<file path="src/sv/edrs_pkg.sv">
// ----------------------------------------------------------------------------
// edrs_pkg: shared types and constants of the elevator disk request scheduler
// Widths, command and status codes, the queued command record and the
// request clamping helpers.
// ----------------------------------------------------------------------------
package edrs_pkg;

  localparam int unsigned SLOTS   = 8;
  localparam int unsigned TRACKS  = 100;
  localparam int unsigned SECTORS = 8;

  localparam int unsigned SLOT_W = 3;
  localparam int unsigned TRK_W  = 7;
  localparam int unsigned SEC_W  = 3;
  localparam int unsigned KEY_W  = TRK_W + SEC_W;

  typedef enum logic {
    OP_SUBMIT = 1'b0,
    OP_GRANT  = 1'b1
  } op_e;

  typedef enum logic [1:0] {
    ST_ACCEPTED = 2'd0,
    ST_BUSY     = 2'd1,
    ST_GRANTED  = 2'd2,
    ST_EMPTY    = 2'd3
  } status_e;

  typedef enum logic [2:0] {
    BK_IDLE = 3'b001,
    BK_SCAN = 3'b010,
    BK_DONE = 3'b100
  } back_state_e;

  typedef struct packed {
    op_e               op;
    logic [SLOT_W-1:0] slot;
    logic [TRK_W-1:0]  track;
    logic [SEC_W-1:0]  sector;
    logic              wr;
  } cmd_t;

  typedef struct packed {
    status_e           status;
    logic [SLOT_W-1:0] slot;
    logic [TRK_W-1:0]  track;
    logic [SEC_W-1:0]  sector;
    logic              wr;
    logic              sweep_up;
  } rsp_t;

  function automatic logic [TRK_W-1:0] sat_track(input logic [TRK_W-1:0] t);
    logic [TRK_W-1:0] r;
    r = t;
    if (32'(t) >= TRACKS) r = TRK_W'(TRACKS - 1);
    return r;
  endfunction

  function automatic logic [SEC_W-1:0] sat_sector(input logic [SEC_W-1:0] s);
    logic [SEC_W-1:0] r;
    r = s;
    if (32'(s) >= SECTORS) r = SEC_W'(SECTORS - 1);
    return r;
  endfunction

endpackage

</file>
<file path="src/sv/edrs_req_if.sv">
// ----------------------------------------------------------------------------
// edrs_req_if: request channel
// Valid/ready channel carrying one submit or grant command.
// ----------------------------------------------------------------------------
interface edrs_req_if;
  import edrs_pkg::*;

  logic              valid;
  logic              ready;
  logic              command;
  logic [SLOT_W-1:0] slot;
  logic [TRK_W-1:0]  track;
  logic [SEC_W-1:0]  sector;
  logic              is_write;

  modport source (output valid, command, slot, track, sector, is_write, input ready);
  modport sink   (input valid, command, slot, track, sector, is_write, output ready);
endinterface

</file>
<file path="src/sv/edrs_rsp_if.sv">
// ----------------------------------------------------------------------------
// edrs_rsp_if: result channel
// Valid/ready channel carrying one status and grant record per command.
// ----------------------------------------------------------------------------
interface edrs_rsp_if;
  import edrs_pkg::*;

  logic              valid;
  logic              ready;
  logic [1:0]        status;
  logic [SLOT_W-1:0] grant_slot;
  logic [TRK_W-1:0]  grant_track;
  logic [SEC_W-1:0]  grant_sector;
  logic              grant_write;
  logic              sweep_up;

  modport source (output valid, status, grant_slot, grant_track, grant_sector,
                  grant_write, sweep_up, input ready);
  modport sink   (input valid, status, grant_slot, grant_track, grant_sector,
                  grant_write, sweep_up, output ready);
endinterface

</file>
<file path="src/sv/edrs_front.sv">
// ----------------------------------------------------------------------------
// edrs_front: command intake
// Takes request transfers, decodes the command, clamps track and sector and
// holds the classified command in a register for the queue.
// ----------------------------------------------------------------------------
module edrs_front (
  input  logic           clk_i,
  input  logic           rst_ni,
  edrs_req_if.sink       req_i,
  output edrs_pkg::cmd_t cmd_o,
  output logic           cmd_valid_o,
  input  logic           cmd_ready_i
);
  import edrs_pkg::*;

  logic valid_q, valid_d;
  cmd_t cmd_q, cmd_d;
  logic take;

  assign req_i.ready = !valid_q || cmd_ready_i;
  assign take        = req_i.valid && req_i.ready;

  always_comb begin
    cmd_d    = cmd_q;
    valid_d  = valid_q;
    if (take) begin
      valid_d    = 1'b1;
      cmd_d.op   = op_e'(req_i.command);
      // grants ignore the request fields
      if (op_e'(req_i.command) == OP_SUBMIT) begin
        cmd_d.slot   = req_i.slot;
        cmd_d.track  = sat_track(req_i.track);
        cmd_d.sector = sat_sector(req_i.sector);
        cmd_d.wr     = req_i.is_write;
      end else begin
        cmd_d.slot   = '0;
        cmd_d.track  = '0;
        cmd_d.sector = '0;
        cmd_d.wr     = 1'b0;
      end
    end else if (cmd_ready_i) begin
      valid_d = 1'b0;
    end
  end

  always_ff @(posedge clk_i or negedge rst_ni) begin
    if (!rst_ni) begin
      valid_q <= 1'b0;
    end else begin
      valid_q <= valid_d;
    end
  end

  always_ff @(posedge clk_i) begin
    cmd_q <= cmd_d;
  end

  assign cmd_o       = cmd_q;
  assign cmd_valid_o = valid_q;

endmodule

</file>
<file path="src/sv/edrs_queue.sv">
// ----------------------------------------------------------------------------
// edrs_queue: command queue
// Two-entry queue between the intake and the scheduler core.
// ----------------------------------------------------------------------------
module edrs_queue (
  input  logic           clk_i,
  input  logic           rst_ni,
  input  edrs_pkg::cmd_t push_cmd_i,
  input  logic           push_valid_i,
  output logic           push_ready_o,
  output edrs_pkg::cmd_t pop_cmd_o,
  output logic           pop_valid_o,
  input  logic           pop_ready_i
);
  import edrs_pkg::*;

  cmd_t       mem_q [2];
  logic       wptr_q, rptr_q;
  logic [1:0] count_q;
  logic       push, pop;

  assign push_ready_o = (count_q != 2'd2);
  assign pop_valid_o  = (count_q != 2'd0);
  assign push         = push_valid_i && push_ready_o;
  assign pop          = pop_valid_o && pop_ready_i;
  assign pop_cmd_o    = mem_q[rptr_q];

  always_ff @(posedge clk_i or negedge rst_ni) begin
    if (!rst_ni) begin
      wptr_q  <= 1'b0;
      rptr_q  <= 1'b0;
      count_q <= 2'd0;
    end else begin
      if (push) wptr_q <= !wptr_q;
      if (pop)  rptr_q <= !rptr_q;
      if (push && !pop)      count_q <= count_q + 2'd1;
      else if (pop && !push) count_q <= count_q - 2'd1;
    end
  end

  always_ff @(posedge clk_i) begin
    if (push) mem_q[wptr_q] <= push_cmd_i;
  end

endmodule

</file>
<file path="src/sv/edrs_back.sv">
// ----------------------------------------------------------------------------
// edrs_back: scheduler core
// Holds the per-slot requests, runs the SCAN search one slot per cycle and
// registers the result for the output channel.
// ----------------------------------------------------------------------------
module edrs_back (
  input  logic           clk_i,
  input  logic           rst_ni,
  input  edrs_pkg::cmd_t cmd_i,
  input  logic           cmd_valid_i,
  output logic           cmd_ready_o,
  edrs_rsp_if.source     rsp_o
);
  import edrs_pkg::*;

  back_state_e state_q, state_d;

  logic [SLOTS-1:0]  pend_q;
  logic [TRK_W-1:0]  trk_q [SLOTS];
  logic [SEC_W-1:0]  sec_q [SLOTS];
  logic              wr_q  [SLOTS];
  logic [TRK_W-1:0]  head_trk_q;
  logic [SEC_W-1:0]  head_sec_q;
  logic              up_q;

  logic [SLOT_W-1:0] idx_q;
  logic              upf_q, dnf_q;
  logic [SLOT_W-1:0] up_idx_q, dn_idx_q;
  logic [KEY_W-1:0]  up_key_q, dn_key_q;

  logic              out_valid_q;
  rsp_t              out_q;

  logic              pop, is_submit, busy;
  logic [KEY_W-1:0]  head_key, cur_key;
  logic              cand_up, cand_dn, last_slot;
  logic              have_pick, flip;
  logic [SLOT_W-1:0] pick_idx;

  assign cmd_ready_o = (state_q == BK_IDLE) && !out_valid_q;
  assign pop         = cmd_valid_i && cmd_ready_o;
  assign is_submit   = (cmd_i.op == OP_SUBMIT);
  assign busy        = pend_q[cmd_i.slot];

  assign head_key  = {head_trk_q, head_sec_q};
  assign cur_key   = {trk_q[idx_q], sec_q[idx_q]};
  assign last_slot = (idx_q == SLOT_W'(SLOTS - 1));

  // strict compares keep the lowest slot on equal keys
  assign cand_up = pend_q[idx_q] && (cur_key >= head_key) &&
                   (!upf_q || cur_key < up_key_q);
  assign cand_dn = pend_q[idx_q] && (cur_key < head_key) &&
                   (!dnf_q || cur_key > dn_key_q);

  // keep the current sweep if it has a candidate, else reverse
  always_comb begin
    have_pick = 1'b0;
    flip      = 1'b0;
    pick_idx  = up_idx_q;
    if (up_q) begin
      if (upf_q) begin
        have_pick = 1'b1;
      end else if (dnf_q) begin
        have_pick = 1'b1;
        flip      = 1'b1;
        pick_idx  = dn_idx_q;
      end
    end else begin
      if (dnf_q) begin
        have_pick = 1'b1;
        pick_idx  = dn_idx_q;
      end else if (upf_q) begin
        have_pick = 1'b1;
        flip      = 1'b1;
      end
    end
  end

  always_comb begin
    state_d = state_q;
    case (state_q)
      BK_IDLE: if (pop && !is_submit) state_d = BK_SCAN;
      BK_SCAN: if (last_slot) state_d = BK_DONE;
      BK_DONE: state_d = BK_IDLE;
      default: state_d = BK_IDLE;
    endcase
  end

  always_ff @(posedge clk_i or negedge rst_ni) begin
    if (!rst_ni) begin
      state_q     <= BK_IDLE;
      pend_q      <= '0;
      head_trk_q  <= '0;
      head_sec_q  <= '0;
      up_q        <= 1'b1;
      idx_q       <= '0;
      upf_q       <= 1'b0;
      dnf_q       <= 1'b0;
      out_valid_q <= 1'b0;
    end else begin
      state_q <= state_d;
      if (out_valid_q && rsp_o.ready) out_valid_q <= 1'b0;
      case (state_q)
        BK_IDLE: begin
          if (pop) begin
            if (is_submit) begin
              out_valid_q <= 1'b1;
              if (!busy) pend_q[cmd_i.slot] <= 1'b1;
            end else begin
              idx_q <= '0;
              upf_q <= 1'b0;
              dnf_q <= 1'b0;
            end
          end
        end
        BK_SCAN: begin
          idx_q <= idx_q + SLOT_W'(1);
          if (cand_up) upf_q <= 1'b1;
          if (cand_dn) dnf_q <= 1'b1;
        end
        BK_DONE: begin
          out_valid_q <= 1'b1;
          if (have_pick) begin
            pend_q[pick_idx] <= 1'b0;
            head_trk_q       <= trk_q[pick_idx];
            head_sec_q       <= sec_q[pick_idx];
            up_q             <= up_q ^ flip;
          end
        end
        default: ;
      endcase
    end
  end

  // request store, best-candidate payload and result record
  always_ff @(posedge clk_i) begin
    if (state_q == BK_IDLE && pop && is_submit && !busy) begin
      trk_q[cmd_i.slot] <= cmd_i.track;
      sec_q[cmd_i.slot] <= cmd_i.sector;
      wr_q[cmd_i.slot]  <= cmd_i.wr;
    end
    if (state_q == BK_SCAN) begin
      if (cand_up) begin
        up_idx_q <= idx_q;
        up_key_q <= cur_key;
      end
      if (cand_dn) begin
        dn_idx_q <= idx_q;
        dn_key_q <= cur_key;
      end
    end
    if (state_q == BK_IDLE && pop && is_submit) begin
      out_q.status   <= busy ? ST_BUSY : ST_ACCEPTED;
      out_q.slot     <= '0;
      out_q.track    <= '0;
      out_q.sector   <= '0;
      out_q.wr       <= 1'b0;
      out_q.sweep_up <= up_q;
    end else if (state_q == BK_DONE) begin
      out_q.sweep_up <= up_q ^ flip;
      if (have_pick) begin
        out_q.status <= ST_GRANTED;
        out_q.slot   <= pick_idx;
        out_q.track  <= trk_q[pick_idx];
        out_q.sector <= sec_q[pick_idx];
        out_q.wr     <= wr_q[pick_idx];
      end else begin
        out_q.status <= ST_EMPTY;
        out_q.slot   <= '0;
        out_q.track  <= '0;
        out_q.sector <= '0;
        out_q.wr     <= 1'b0;
      end
    end
  end

  assign rsp_o.valid        = out_valid_q;
  assign rsp_o.status       = out_q.status;
  assign rsp_o.grant_slot   = out_q.slot;
  assign rsp_o.grant_track  = out_q.track;
  assign rsp_o.grant_sector = out_q.sector;
  assign rsp_o.grant_write  = out_q.wr;
  assign rsp_o.sweep_up     = out_q.sweep_up;

endmodule

</file>
<file path="src/sv/elevator_disk_request_scheduler.sv">
// ----------------------------------------------------------------------------
// elevator_disk_request_scheduler: SCAN disk request scheduler
// A submit stores one request per slot; a grant hands out the next pending
// request in elevator order from the head. Every command returns one result.
// Commands pass an intake register and a two-entry queue before the core, so
// new commands are taken while a result waits on the output. A submit is
// stored and answered from the idle state; a grant scans all slots one per
// cycle, then picks a request, moves the head and registers the result.
// Track values above 99 are stored as 99.
// ----------------------------------------------------------------------------
module elevator_disk_request_scheduler (
  input  logic       clk_i,
  input  logic       rst_ni,
  edrs_req_if.sink   req_i,
  edrs_rsp_if.source rsp_o
);
  import edrs_pkg::*;

  cmd_t front_cmd, queue_cmd;
  logic front_valid, front_ready;
  logic queue_valid, queue_ready;

  edrs_front u_front (
    .clk_i       (clk_i),
    .rst_ni      (rst_ni),
    .req_i       (req_i),
    .cmd_o       (front_cmd),
    .cmd_valid_o (front_valid),
    .cmd_ready_i (front_ready)
  );

  edrs_queue u_queue (
    .clk_i        (clk_i),
    .rst_ni       (rst_ni),
    .push_cmd_i   (front_cmd),
    .push_valid_i (front_valid),
    .push_ready_o (front_ready),
    .pop_cmd_o    (queue_cmd),
    .pop_valid_o  (queue_valid),
    .pop_ready_i  (queue_ready)
  );

  edrs_back u_back (
    .clk_i       (clk_i),
    .rst_ni      (rst_ni),
    .cmd_i       (queue_cmd),
    .cmd_valid_i (queue_valid),
    .cmd_ready_o (queue_ready),
    .rsp_o       (rsp_o)
  );

endmodule
</file>
<file path="src/flat_wrapper.sv">
// flat-port wrapper written by rule: the top's interface ports become plain ports
module elevator_disk_request_scheduler_flat import edrs_pkg::*;
  (clk_i, rst_ni, req_i_valid, req_i_command, req_i_slot, req_i_track, req_i_sector, req_i_is_write, req_i_ready, rsp_o_valid, rsp_o_status, rsp_o_grant_slot, rsp_o_grant_track, rsp_o_grant_sector, rsp_o_grant_write, rsp_o_sweep_up, rsp_o_ready);
  edrs_req_if req_i_i ();
  edrs_rsp_if rsp_o_i ();
  input  logic clk_i;
  input  logic rst_ni;
  input wire logic [$bits(req_i_i.valid)-1:0] req_i_valid;
  input wire logic [$bits(req_i_i.command)-1:0] req_i_command;
  input wire logic [$bits(req_i_i.slot)-1:0] req_i_slot;
  input wire logic [$bits(req_i_i.track)-1:0] req_i_track;
  input wire logic [$bits(req_i_i.sector)-1:0] req_i_sector;
  input wire logic [$bits(req_i_i.is_write)-1:0] req_i_is_write;
  output wire logic [$bits(req_i_i.ready)-1:0] req_i_ready;
  output wire logic [$bits(rsp_o_i.valid)-1:0] rsp_o_valid;
  output wire logic [$bits(rsp_o_i.status)-1:0] rsp_o_status;
  output wire logic [$bits(rsp_o_i.grant_slot)-1:0] rsp_o_grant_slot;
  output wire logic [$bits(rsp_o_i.grant_track)-1:0] rsp_o_grant_track;
  output wire logic [$bits(rsp_o_i.grant_sector)-1:0] rsp_o_grant_sector;
  output wire logic [$bits(rsp_o_i.grant_write)-1:0] rsp_o_grant_write;
  output wire logic [$bits(rsp_o_i.sweep_up)-1:0] rsp_o_sweep_up;
  input wire logic [$bits(rsp_o_i.ready)-1:0] rsp_o_ready;
  assign req_i_i.valid = req_i_valid;
  assign req_i_i.command = req_i_command;
  assign req_i_i.slot = req_i_slot;
  assign req_i_i.track = req_i_track;
  assign req_i_i.sector = req_i_sector;
  assign req_i_i.is_write = req_i_is_write;
  assign req_i_ready = req_i_i.ready;
  assign rsp_o_valid = rsp_o_i.valid;
  assign rsp_o_status = rsp_o_i.status;
  assign rsp_o_grant_slot = rsp_o_i.grant_slot;
  assign rsp_o_grant_track = rsp_o_i.grant_track;
  assign rsp_o_grant_sector = rsp_o_i.grant_sector;
  assign rsp_o_grant_write = rsp_o_i.grant_write;
  assign rsp_o_sweep_up = rsp_o_i.sweep_up;
  assign rsp_o_i.ready = rsp_o_ready;
  elevator_disk_request_scheduler u_core (.clk_i(clk_i), .rst_ni(rst_ni), .req_i(req_i_i), .rsp_o(rsp_o_i));
endmodule
</file>
<file path="config.mk">
export PLATFORM = sky130hd
export DESIGN_NAME = elevator_disk_request_scheduler_flat
export DESIGN_NICKNAME = d
export VERILOG_FILES = /design/src/sv/edrs_pkg.sv /design/src/sv/edrs_req_if.sv /design/src/sv/edrs_rsp_if.sv /design/src/sv/edrs_front.sv /design/src/sv/edrs_queue.sv /design/src/sv/edrs_back.sv /design/src/sv/elevator_disk_request_scheduler.sv /design/src/flat_wrapper.sv
export SDC_FILE = /design/constraint.sdc
export NUM_CORES = 1
export LEC_CHECK = 0
export BUFFER_PORTS_ARGS = -buffer_cell sky130_fd_sc_hd__buf_2
export CORE_ASPECT_RATIO = 0.5
export CORE_MARGIN = 4
export CORE_UTILIZATION = 40
export DETAILED_ROUTE_END_ITERATION = 16
export GPL_ROUTABILITY_DRIVEN = 0
export PLACE_DENSITY = 0.59
export SLEW_MARGIN = 10
export SYNTH_ARGS = -nofsm -noshare
export SYNTH_HDL_FRONTEND = slang
export SYNTH_SLANG_ARGS = --single-unit
</file>
<file path="constraint.sdc">
create_clock -name clk_i -period 6.1 [get_ports clk_i]
set_clock_uncertainty 0.1 [all_clocks]
set_input_delay 0.305 -clock clk_i [delete_from_list [all_inputs] [get_ports clk_i]]
set_output_delay 0.305 -clock clk_i [all_outputs]
set_load 0.05 [all_outputs]
</file>
# Word level (Yosys, flattened, before mapping)
# Memories as Yosys holds them, arrays and structs flattened.
# Index checks and enable logic that the tools add are counted.
[totals]
ramBits = 118
mem_count = 4
ff_bits = 91
in_bits = 19
out_inout_bits = 19
[memory_table]
columns = ["memory", "words", "word_bits", "rd", "rd_ports_with_merged_regs", "wr", "line_no", "rtl"]
rows = [
  ["u_core.u_back.trk_q", 8, 7, 2, 0, 1, "edrs_back.sv:19", "logic [TRK_W-1:0] trk_q [SLOTS];"],
  ["u_core.u_queue.mem_q", 2, 15, 1, 0, 1, "edrs_queue.sv:17", "cmd_t mem_q [2];"],
  ["u_core.u_back.sec_q", 8, 3, 2, 0, 1, "edrs_back.sv:20", "logic [SEC_W-1:0] sec_q [SLOTS];"],
  ["u_core.u_back.wr_q", 8, 1, 1, 0, 1, "edrs_back.sv:21", "logic wr_q [SLOTS];"],
]
[classes]
muxes = 53
n_reduce_logical = 44
n_lt_le_gt_ge = 10
n_eq_ne = 14
n_bitwise = 5
n_addsub = 3
[ops]
columns = ["operator", "n"]
rows = [
  ["2-to-1 mux 17 bit", 2],
  ["2-to-1 mux 8 bit", 4],
  ["2-to-1 mux 1 bit", 26],
  ["2-to-1 mux 3 bit", 7],
  ["less-than comparator 10 bit", 2],
  ["inequality test 2 bit (second input constant)", 9],
  ["logical AND 1 bit", 17],
  ["case mux 8 bit (2 select lines)", 1],
  ["2-to-1 mux 15 bit", 1],
  ["less-than comparator 3 x 4 -> 1 bit (second input constant)", 3],
  ["case mux 3 bit (2 select lines)", 2],
  ["nonzero test 2 bit", 6],
  [">= comparator 10 bit", 1],
  ["> comparator 10 bit", 1],
  ["zero test 1 bit", 9],
  ["AND 8 bit", 1],
  ["NOT 8 bit", 1],
  ["OR 8 bit", 1],
  ["AND reduction 2 bit", 4],
  ["AND reduction 4 bit", 2],
  [">= comparator 7 bit (second input constant)", 1],
  ["2-to-1 mux 7 bit", 1],
  ["binary-select mux 1 bit (select 3 bit)", 2],
  ["demux 1 bit (select 3 bit)", 2],
  ["other kinds (16)", 23],
]

# Longest topological paths before layout
[depth]
ltp_word = 11
mapped_depth = 11
ltp_nobuf = 9

# By module
# A second synthesis with hierarchy kept.
[hier_totals]
cells_unflattened = 716
area_unflattened_um2 = 9824.4
[by_module_without_submodules]
columns = ["mod", "n_inst", "cells_each", "area_per_inst_um2"]
rows = [
  ["edrs_back", 1, 612, 7861.3],
  ["edrs_queue", 1, 65, 1331.3],
  ["edrs_front", 1, 39, 631.9],
]

# Worst setup path before layout
# Ideal clock, no wire load.
[synth_path]
path_type = "register -> register"
start = "register u_core.u_back.idx_q[0]"
end = "register u_core.u_back.dn_idx_q[0], enable pin"
setup_time_ns = 0.411
arrival_ns = 4.047
path_buffers = 2
period_less_slack_ns = 4.558
stages_incl_launch_ff = 11
path_slack_ns = 1.542
path_cell_list = "dfrtp_1 buf_2 buf_1 mux4_2 mux2_2 ha_1 a21o_1 a21o_1 a21oi_1 or3_1 a311oi_1"
[synth_via]
elab_chain_cells = 5
word_cells_on_any_way = 10
[synth_rtl]
columns = ["element", "line_no", "rtl"]
rows = [
  ["start, declared", "edrs_back.sv:26", "logic [SLOT_W-1:0] idx_q;"],
  ["start signal, assigned", "edrs_back.sv:117", "idx_q <= idx_q + SLOT_W'(1);"],
  ["memory read (8 x 7 bit) (*)", "-", ""],
  ["net u_core.u_back.cur_key[3]", "edrs_back.sv:35", "logic [KEY_W-1:0] head_key, cur_key;"],
  ["less-than comparator 10 bit / > comparator 10 bit (equally long branches)", "edrs_back.sv:52, edrs_back.sv:53", ""],
  ["logical AND 1 bit / logical OR 1 bit (equally long branches)", "edrs_back.sv:52, edrs_back.sv:53", ""],
  ["logical AND 1 bit (*)", "edrs_back.sv:52", "assign cand_dn = pend_q[idx_q] && (cur_key < head_key) &&"],
  ["AND reduction 2 bit (no source line) (*)", "-", ""],
  ["end signal, assigned", "edrs_back.sv:148", "dn_idx_q <= idx_q;"],
  ["end, declared", "edrs_back.sv:28", "logic [SLOT_W-1:0] up_idx_q, dn_idx_q;"],
]
# The timed path passes the listed nets; every way through them passes the cells marked *. The select of a mux whose other input is x is not followed.
# A chain may end at the register's enable or synchronous reset.

# Worst setup path in the final report
[layout_path]
start = "register u_core.u_back.idx_q[1]"
end = "register u_core.u_back.dn_key_q[1], enable pin"
[layout_via]
elab_chain_cells = 5
word_cells_on_any_way = 10
[layout_rtl]
columns = ["element", "line_no", "rtl"]
rows = [
  ["memory read (8 x 7 bit) (*)", "-", ""],
  ["net u_core.u_back.cur_key[3]", "edrs_back.sv:35", ""],
  ["less-than comparator 10 bit / > comparator 10 bit (equally long branches)", "edrs_back.sv:52, edrs_back.sv:53", ""],
  ["logical AND 1 bit / logical OR 1 bit (equally long branches)", "edrs_back.sv:52, edrs_back.sv:53", ""],
  ["logical AND 1 bit (*)", "edrs_back.sv:52", ""],
  ["AND reduction 2 bit (no source line) (*)", "-", ""],
  ["end signal, assigned", "edrs_back.sv:149", "dn_key_q <= cur_key;"],
  ["end, declared", "edrs_back.sv:29", "logic [KEY_W-1:0] up_key_q, dn_key_q;"],
]
# Marked as above.

==> impl_metrics.csv <==
group,metric,value,unit
synthesis,synthesis.nets,738,
sta,post-route-period-util,72.4,%
floorplanning,die_y,117,µm
critical_path,worst_setup_path_start_kind,"register",
cts,cts_tree,"built",
sta,setup_ws,1690,ps
grt,antenna_found_initial,1,
finish,final_cell_mix,"162 x edfxtp_1, 59 x nand2_1, 44 x inv_1",
synthesis,synthFlopType,"edfxtp_1",
place,port_buffers,37,
grt,grt_pass1_wl,35800,µm
route,drc,0,
sta,finalSetupTns,0,ps
critical_path,critPathCapture,"u_core.u_back.dn_key_q[1]",
floorplanning,placementRows,39,
finish,syn_to_final_growth,12.2,%
route,routed_wl,22900,µm
synthesis,yosys_warnings,0,
route,num_vias,5847,
sta,rsz0062_at_grt,"no",
pwr,power.internal,0.00303,W
critical_path,critical_path_required,6110,ps
synthesis,async_reset_ff_share,15.8,%
pwr,ir_drop,0.188,mV
cts,clock_latency,500,ps
sta,slew_violations,0,
finish,final_nets,783,
synthesis,synth_area_per_cell,13.9,µm²
synthesis,synth_cells,687,
pwr,p_seq_share,46.4,%
grt,grt_util_met3,4.56,%
pwr,p_switching,0.00140,W
critical_path,regToRegSetupSlack,1690,ps
route,drt_pass1_iterations,5,
grt,use_met2,26.8,%
critical_path,crit_start,"u_core.u_back.idx_q[1]",
cts,cts_resized,0,
finish,layout_commonest_cell,"edfxtp_1",
grt,grt.overflow.total,0,
sta,max_freq,0.227,GHz
critical_path,slowest_stage,"dfrtp_1",
floorplanning,start_util,41.3,%
pwr,pwr_density_cell,413,nW/µm²
sta,tightestPinTransition,1180,ps
grt,grtUsageMet1,25.8,%
critical_path,crit_path_frequent_cell,"a21o_1",
min_path,hp-start,"req_i_sector[1]",
synthesis,ys_ff_latch,209,
grt,grt_pass1_vias,5819,
finish,drive_above_1_share,18.1,%
cts,cts_inserted_buffers,20,
sta,hold_slack,17.2,ps
cts,clk_pin_slew,60,ps
sta,setup_viol,0,
floorplanning,io_pins,38,
critical_path,r2r-start,"u_core.u_back.idx_q[1]",
route,route.antenna.remaining_nets,0,
place,dp_slack,1380,ps
grt,grt_busiest_layer,"met2",
grt,grt_usage,17.8,%
pwr,p_leak,4.02,nW
route,wl_per_cell,21.8,µm
route,viasPerCell,5.55,
cts,cts.htree.levels,1,
floorplanning,die_w,226,µm
min_path,hold_path_class,"primary input to register",
cts,clock_path_buffers,3,
synthesis,yosysUniqueCellTypes,62,
critical_path,critical_path_class,"register to register",
critical_path,path_max_fanout,25,
pwr,switching_share,31.6,%
synthesis,synth.cell_area,9550,µm²
sta,min_period,4410,ps
critical_path,critPathMaxStageDelay,1130,ps
floorplanning,core,23100,µm²
min_path,min_path_cells,2,
critical_path,reg2reg_to,"u_core.u_back.dn_key_q[1]",
synthesis,synth_edf_count,162,
synthesis,yosysSeqAreaShare,62.6,%
cts,ctsRootBufferMaster,"clkbuf_16",
place,hpwl,15700,µm
floorplanning,die_area,26600,µm²
critical_path,cp_cell_sequence,"mux4_2, mux2_2, ha_1, a21o_1, a21o_1, a211oi_1, o21ai_0, a311oi_2",
pwr,p_clk_share,27.3,%
pwr,p_comb_share,26.3,%
sta,finalHoldViolCount,0,
critical_path,arrival,4430,ps
critical_path,critPathCaptureType,"register",
outcome,status,"finished clean",
critical_path,rr_worst_depth,8,
sta,max_slew_margin,19.9,%
finish,antenna_cells,0,
grt,grt_max_degree,34,
cts,cts.sinks,209,
run,cap_violations,0,
route,drtIter0Drc,437,
## final cells by class
class                   instances  area, µm²
well taps                     307        384
clock buffers                  25        551
fillers                      2056      12400
flip-flops and latches        209       5970
clock inverters                11       78.8
repair buffers                 49        288
inverters                      44        165
multi-input cells             408       3270
## cell usage after synthesis, drive strengths merged (3+ instances only)
cell type,n,area share [%]
xnor2,3,0.28
a31oi,3,0.20
a22o,6,0.55
a21oi,15,0.79
nand2,59,2.3
mux2,27,3.3
dfrtp,31,8.1
nand3,9,0.47
nand4,5,0.33
o21ai,42,2.2
a21o,16,1.3
and2,11,0.75
edfxtp,162,51
o22ai,7,0.46
nand3b,4,0.31
a211oi,7,0.55
inv,44,1.7
ha,32,4.2
nor2,32,1.3
nand2b,9,0.59
nor2b,10,0.66
mux2i,36,3.9
a22oi,5,0.39
a21boi,3,0.35
nor3,6,0.31
dfxtp,14,2.9
buf,17,1.2
and3,5,0.33
mux4,23,5.4
a221oi,4,0.43
clkbuf,9,0.35
## sequential cells by signal, summed over array words and instances (netlist names), 8 cells and up
name                    count
u_core.u_back.up_key_q     10
u_core.u_back.wr_q          8
u_core.u_queue.mem_q       30
u_core.u_back.pend_q        8
u_core.u_back.sec_q        24
u_core.u_front.cmd_o       15
u_core.u_back.trk_q        56
u_core.u_back.dn_key_q     10
## logic make-up (layout without fill, tap and decap cells)
group / after synthesis / count (layout) / synth area share (%)
AO/OA/AOI/OAI: 128 / 128 / 9.06
XOR/XNOR: 5 / 5 / 0.459
adder cells (fa/ha/maj): 33 / 33 / 4.30
buffers and inverters: 70 / 129 / 3.28
flip-flops: 209 / 209 / 62.6
multiplexers: 86 / 86 / 12.5
AND/OR/NAND/NOR: 156 / 156 / 7.80
## power groups by stage
stage                     Combinational, W  Clock (W)  Sequential (W)
after floorplan                   0.000874          0         0.00200
after global placement             0.00113          0         0.00207
after detailed placement           0.00116          0         0.00208
after CTS                          0.00117    0.00124         0.00206
after global routing               0.00128    0.00130         0.00208
final                              0.00116    0.00121         0.00205
## routing by layer
metal	up-vias	wire, µm
met1	2884	10500
li1	2690	-
met5	-	12
met3	48	1980
met4	2	592
met2	223	9810
## worst min-delay path by stage
stage | slack [ps] | endpoint
6_report | 20 | u_core.u_front.cmd_o[2]
5_1_grt | 30 | u_core.u_front.cmd_o[3]
4_1_cts | 3 | u_core.u_front.cmd_o[2]
3_5_place_dp | 330 | u_core.u_queue.mem_q[0][0]
3_3_place_gp | 320 | u_core.u_queue.mem_q[0][14]
2_1_floorplan | -90 | u_core.u_back.dnf_q
## worst max-delay path, delay by kind of cell, from the launching register on
| kind | cells | cell delay [ps] |
|---|---|---|
| compound gates | 5 | 1700 |
| mux | 2 | 770 |
| flops | 1 | 1130 |
| fa+ha+maj | 1 | 320 |
## per-stage QoR
step                std cells  cell area, µm²  power [W]  utilization [%]
finish                   1053           10700    0.00442             46.3
global route             1053           10700    0.00467             46.3
CTS                      1053           10700    0.00446             46.3
detailed placement       1012           10000    0.00324             43.4
global placement         1012           10000    0.00321             43.4
floorplan                 687            9550    0.00287                -
## timing repair
item	in CTS	in global routing
endpoints found under the hold margin	35	0
hold buffers	5	0
buffers inserted	0	0
Power figures use the tool's default switching activity.
